--- src/hdl/cbt_pkg.sv ---
// Shared types and constants for the cubic Bezier tessellator.
`default_nettype none

package cbt_pkg;

    localparam int COORD_W = 32;
    localparam int FRAC_W = 16;
    localparam int WGT_W = FRAC_W + 1;
    localparam int CFG_IDX_W = 1;
    localparam int CFG_DATA_W = 16;

    localparam logic [WGT_W-1:0] ONE_Q16 = WGT_W'(1) << FRAC_W;
    localparam logic [FRAC_W-1:0] STEP_MIN = 16'd2048;
    localparam logic [FRAC_W-1:0] STEP_RESET = 16'd6554;

    localparam logic [CFG_IDX_W-1:0] CFG_STEP = 1'b0;
    localparam logic [CFG_IDX_W-1:0] CFG_CYCLIC = 1'b1;

    typedef logic signed [COORD_W-1:0] t_coord;

    typedef struct packed {
        logic [WGT_W-1:0] w0;
        logic [WGT_W-1:0] w1;
        logic [WGT_W-1:0] w2;
        logic [WGT_W-1:0] w3;
    } t_weights;

    typedef struct packed {
        logic closing;
        logic last;
    } t_tag;

    typedef enum logic {
        ST_IDLE,
        ST_RUN
    } t_state;

endpackage

`default_nettype wire

--- src/hdl/cbt_weights.sv ---
// Two-stage Bernstein weight generator for one parameter value per cycle while enabled.
`default_nettype none

module cbt_weights (
    input  logic                         i_clk,
    input  logic                         i_en,
    input  logic [cbt_pkg::FRAC_W-1:0]   i_tt,
    output cbt_pkg::t_weights            o_w
);

    logic [16:0] yt;
    logic [18:0] yt3;
    logic [33:0] p_yy;
    logic [34:0] p_ytt;
    logic [31:0] p_tt;

    logic [16:0] r_t1;
    logic [16:0] r_t2;
    logic [15:0] r_sq;
    logic [16:0] r_yt;
    logic [15:0] r_tt;

    logic [33:0] q0;
    logic [33:0] q1;
    logic [32:0] q2;
    logic [31:0] q3;

    cbt_pkg::t_weights r_w;

    always_comb begin
        yt = cbt_pkg::ONE_Q16 - {1'b0, i_tt};
        yt3 = {1'b0, yt, 1'b0} + {2'b00, yt};
        p_yy = {17'b0, yt} * {17'b0, yt};
        p_ytt = {16'b0, yt3} * {19'b0, i_tt};
        p_tt = {16'b0, i_tt} * {16'b0, i_tt};
    end

    always_ff @(posedge i_clk) begin
        if (i_en) begin
            r_t1 <= p_yy[32:16];
            r_t2 <= p_ytt[32:16];
            r_sq <= p_tt[31:16];
            r_yt <= yt;
            r_tt <= i_tt;
        end
    end

    always_comb begin
        q0 = {17'b0, r_t1} * {17'b0, r_yt};
        q1 = {17'b0, r_t2} * {17'b0, r_yt};
        q2 = {16'b0, r_t2} * {17'b0, r_tt};
        q3 = {16'b0, r_sq} * {16'b0, r_tt};
    end

    always_ff @(posedge i_clk) begin
        if (i_en) begin
            r_w.w0 <= q0[32:16];
            r_w.w1 <= q1[32:16];
            r_w.w2 <= q2[32:16];
            r_w.w3 <= {1'b0, q3[31:16]};
        end
    end

    assign o_w = r_w;

endmodule

`default_nettype wire

--- config.mk ---
export PLATFORM = sky130hd
export DESIGN_NAME = cbt_weights
export DESIGN_NICKNAME = d
export VERILOG_FILES = /design/src/hdl/cbt_pkg.sv /design/src/hdl/cbt_weights.sv
export SDC_FILE = /design/constraint.sdc
export NUM_CORES = 2
export LEC_CHECK = 0
export CELL_PAD_IN_SITES_DETAIL_PLACEMENT = 1
export CELL_PAD_IN_SITES_GLOBAL_PLACEMENT = 1
export CORE_ASPECT_RATIO = 1.2
export CORE_UTILIZATION = 40
export CTS_CLUSTER_SIZE = 16
export DETAILED_ROUTE_END_ITERATION = 6
export DONT_BUFFER_PORTS = 1
export GPL_TIMING_DRIVEN = 0
export PLACE_DENSITY = 0.78
export SKIP_CTS_REPAIR_TIMING = 1
export SYNTH_ARGS = -nofsm -noshare
export SYNTH_HDL_FRONTEND = slang
export SYNTH_SLANG_ARGS = --single-unit
--- constraint.sdc ---
create_clock -name i_clk -period 9.9 [get_ports i_clk]
set_input_delay 0.99 -clock i_clk [delete_from_list [all_inputs] [get_ports i_clk]]
set_output_delay 0.99 -clock i_clk [all_outputs]
set_load 0.05 [all_outputs]
* After elaboration in Yosys (flattened, before gate mapping) *
Cells that the tools add are included.

word-level totals
  register bits after elaboration = 150

operators by class
  $add $sub $neg = 2
  multiply operators = 7

operator list
  operator                  count
  $mul A17 B17 Y33          3
  $mul A16 B16 Y32          2
  $mul A17 B16 Y33          1
  $mul A19 B16 Y33          1
  $add A18 B17 Y19          1
  $sub A17 B16 Y17 const A  1

* Depth between registers and ports, before layout *
  word-level depth = 3
  depth in mapped cells = 40
  depth with buffers taken out = 37

* Least setup slack after synthesis *
No wires, ideal clock.

  path type = input to register
  start = input port i_tt[1] (netlist bit)
  end = register r_t2[15], data pin
  arrival time = 9761 ps
  cell stages on the path = 39
  path buffers = 4
  slack = -123 ps
  library setup time = 262 ps
  required time = 9638 ps
  cell sequence = clkbuf_1 -> inv_1 -> clkbuf_1 -> ha_1 -> nand3_1 -> or3_1 -> nor3_1 -> xnor2_1 -> clkbuf_1 -> ha_1 -> a21o_1 -> a21oi_1 -> a2bb2oi_1 -> o31ai_2 -> o41ai_4 -> o21bai_1 -> a21oi_1 -> xnor2_1 -> (+3 left out) -> fa_1 -> fa_1 -> inv_1 -> fa_1 -> fa_1 -> inv_1 -> fa_1 -> inv_1 -> ha_1 -> a21o_1 -> a21o_1 -> a21oi_1 -> nor2b_1 -> a211oi_1 -> a21oi_1 -> nor3_1 -> o21bai_1 -> xor2_1

between the ends
  longest elaborated chain between the ends = 3

ends and longest elaborated chain
  element               line               source
  start, declared       cbt_weights.sv:7   input logic [cbt_pkg::FRAC_W-1:0] i_tt,
  $sub A17 B16 Y17      cbt_weights.sv:31  yt = cbt_pkg::ONE_Q16 - {1'b0, i_tt};
  named net yt[8]       cbt_weights.sv:11  logic [16:0] yt;
  $add A18 B17 Y19      cbt_weights.sv:32  yt3 = {1'b0, yt, 1'b0} + {2'b00, yt};
  $mul A19 B16 Y33      cbt_weights.sv:34  p_ytt = {16'b0, yt3} * {19'b0, i_tt};
  named net p_ytt[31]   cbt_weights.sv:14  logic [34:0] p_ytt;
  end signal, assigned  cbt_weights.sv:41  r_t2 <= p_ytt[32:16];
  end, declared         cbt_weights.sv:18  logic [16:0] r_t2;

The timed path passes the listed nets, and every way through them passes these cells.
A chain may end at the register's enable or synchronous reset.

* Worst setup path in the final report *
  start = input port i_tt[10] (netlist bit)
  end = register r_t2[12], data pin

Same word-level chain as after synthesis.

==> flow_metrics.py <==
metrics = {
    "timing": {
        "hold_viol": 0,
        "setup_violations": 0,
        "fin_skew_ns": 0.02719,
        "timing.fmax_mhz": 103.0,
        "period_share_pct": 98.04,
        "drv_slew": 0,
        "min_period_ns": 9.706,
        "fin_hold_ws_ns": 0.5364,
        "slew_headroom_pct": 12.74,
        "fin_setup_tns_ns": 0,
        "worstMarginPinSlew_ns": 1.309,
    },
    "critical_path": {
        "cp.depth": 30,
        "cpLargestDelayFamily": "adder cells",
        "r2r_start": "r_t2[11]",
        "startpoint": "i_tt[10]",
        "end_kind": "flop",
        "crit_top_cell": "fa_1",
        "endpoint": "r_t2[12]",
        "cp_num_buf_inv": 5,
        "reg2reg_slack_ns": 1.80,
        "start_kind": "input port",
        "r2r_cells": 22,
        "critPathSlowestCell": "nor4_2",
        "crit_arrival_ns": 9.98,
        "critical-path-max-stage-delay_ns": 0.88,
        "cp.required_ns": 10.18,
        "crit_type": "input port to flop",
        "crit_path_max_fanout": 12,
        "r2r_end": "o_w[45]",
    },
    "routing": {
        "dr.pass1.iters": 5,
        "drt_iter0_markers": 2855,
        "drc": 0,
        "vias": 46430,
        "wl_mm": 202.1,
        "postRouteAntennaNets": 0,
        "wire_per_inst_um": 22.70,
        "vias_per_cell": 5.216,
    },
    "status": {
        "status": "complete, no violations",
    },
    "hold_path": {
        "hold_path_class": "input port to flop",
    },
    "place": {
        "place_area_um2": 65040,
        "dp_hpwl_mm": 171.0,
        "place_congestion": 0.9665,
        "io_buffers": 0,
    },
    "finish": {
        "ff_latch_area_um2": 4474,
        "multi_input_area_um2": 50530,
        "drive_gt1_share_pct": 2.495,
        "area_growth_pct": 6.274,
        "finish.instance_area_um2": 66290,
        "nFillCells": 18090,
        "nets": 8972,
    },
    "synthesis": {
        "synth-edff-count": 149,
        "synth-async-reset-ratio_pct": 0,
        "synth_top_area_share_pct": 46.05,
        "synth_top_cells_by_count": "1773 x inv_1, 1435 x fa_1, 1068 x nand2_1",
        "netlist_area_um2": 62380,
        "syn_area_per_cell_um2": 9.254,
        "netlist_top_cells_area": "fa_1 46%, ha_1 14%, inv_1 11%",
        "ys_types": 77,
        "yosysSeqAreaShare_pct": 7.173,
        "yosysTopAreaCell": "fa_1",
        "ys_warn_count": 0,
        "synth_most_common_cell": "inv_1",
        "ys_seq_elements": 149,
        "synth_cells": 6741,
        "yosys_most_used_dff": "edfxtp_1",
    },
    "floorplan": {
        "dieArea_um2": 157500,
        "die_w_um": 362.5,
        "ios": 86,
        "die_y_um": 434.6,
        "coreArea_um2": 154600,
        "num_rows": 158,
        "start_util_pct": 40.35,
    },
    "clocking": {
        "cts_tree": "done",
        "numCtsBuffers": 17,
        "clkLatencyLatePin_ns": 0.55,
        "clock-sinks": 149,
        "cts_root_buf": "clkbuf_16",
        "clkTransAtPathRegs_ns": 0.09,
        "htreeDepth": 4,
        "clock_path_buffers": 2,
    },
    "grt": {
        "grt_usage_pct": 26.44,
        "grt_max_degree": 150,
        "antenna_found_initial": 7,
        "grt_pass1_wl_mm": 312.5,
        "grt.overflow.total": 0,
        "grt_pass1_vias": 53910,
    },
    "job": {
        "drv_cap": 0,
    },
}
## per-layer routing
metal  vias to the layer above  GRT usage [%]  share of wire, %
met5                         -              0            0.0054
met4                         2          15.27               6.5
met3                       550          3.626               6.3
met2                      1675          46.32                50
met1                     24350          30.98                38
li1                      19850              -                 -
## how the worst min path moves through the flow
stage                         from        to  slack, ns  cells after the start
final                      i_tt[8]   r_tt[8]       0.54                      0
after global routing      i_tt[14]  r_tt[14]       0.52                      0
after CTS                  i_tt[8]   r_tt[8]       0.47                      0
after detailed placement  r_t2[16]   o_w[50]       1.07                      4
after global placement    r_t2[16]   o_w[50]       1.02                      4
after floorplan           r_t2[16]   o_w[50]       0.90                      4
## registers in the layout, indices dropped and copies added (netlist names)
register and flops:
r_tt 15, r_t2 17, r_t1 17, r_sq 16, r_yt 17, o_w 67
## placed cells by master (no fill, tap or decap), drive strengths merged, types with 8 or more instances in the layout
| master | count |
|---|---|
| a211oi | 22 |
| a21boi | 8 |
| a21o | 42 |
| a21oi | 88 |
| a31oi | 13 |
| and2 | 489 |
| and3 | 17 |
| buf | 50 |
| clkbuf | 272 |
| clkinv | 12 |
| conb | 12 |
| edfxtp | 149 |
| fa | 1435 |
| ha | 718 |
| inv | 1783 |
| nand2 | 1068 |
| nand2b | 29 |
| nand3 | 23 |
| nand4 | 15 |
| nor2 | 151 |
| nor2b | 25 |
| nor3 | 30 |
| nor4 | 8 |
| o21a | 26 |
| o21ai | 56 |
| o21bai | 13 |
| xnor2 | 115 |
| xor2 | 51 |
## cell families after synthesis
family                   Yosys count  share of synthesized area (%)
AO/OA/AOI/OAI                    330                          3.697
XOR/XNOR                         166                          2.331
adder cells (fa/ha/maj)         2153                          60.45
buffers and inverters           2060                          12.41
flip-flops                       149                          7.173
multiplexers                       1                        0.01805
other                              2                        0.01204
AND/OR/NAND/NOR                 1880                          13.91
## worst reg2reg max path, stage by stage (launching register included)
cell and delay [ns]:
edfxtp_1 0.42, clkbuf_1 0.99, nand2_1 0.21, fa_1 0.57, inv_1 0.05, fa_1 0.53, inv_1 0.05, fa_1 0.50
inv_1 0.06, fa_1 0.53, inv_1 0.05, fa_1 0.48, inv_1 0.06, fa_1 0.46, ha_1 0.32, and4_1 0.22
o2111a_1 0.17, a2111oi_2 0.65, o21ai_1 0.32, nand4_1 0.28, a21boi_1 0.17, o31a_1 0.33, a311o_1 0.42
## final cells by class
class	count	share of cell area, %
diodes	7	0.02642
plain buffers	270	1.638
clock buffers	17	0.6417
clock inverters	15	0.2567
inverters	1786	10.14
multi-input cells	4542	76.22
flip-flops and latches	149	6.749
well taps	2080	3.926
repair buffers	35	0.3963
## metrics by stage
stage | instances | setup WS, ns | util (%)
2_1_floorplan | 6751 | 0.007885 | -
3_3_place_gp | 8831 | -2.602 | 42.06
3_5_place_dp | 8831 | -2.744 | 42.07
4_1_cts | 8863 | -2.175 | 42.46
5_1_grt | 8897 | -0.09082 | 42.88
6_report | 8901 | 0.1936 | 42.88
Power is left out: the tool's default activity adds up to more than one toggle a clock period on the data nets, which glitch-free logic cannot reach.
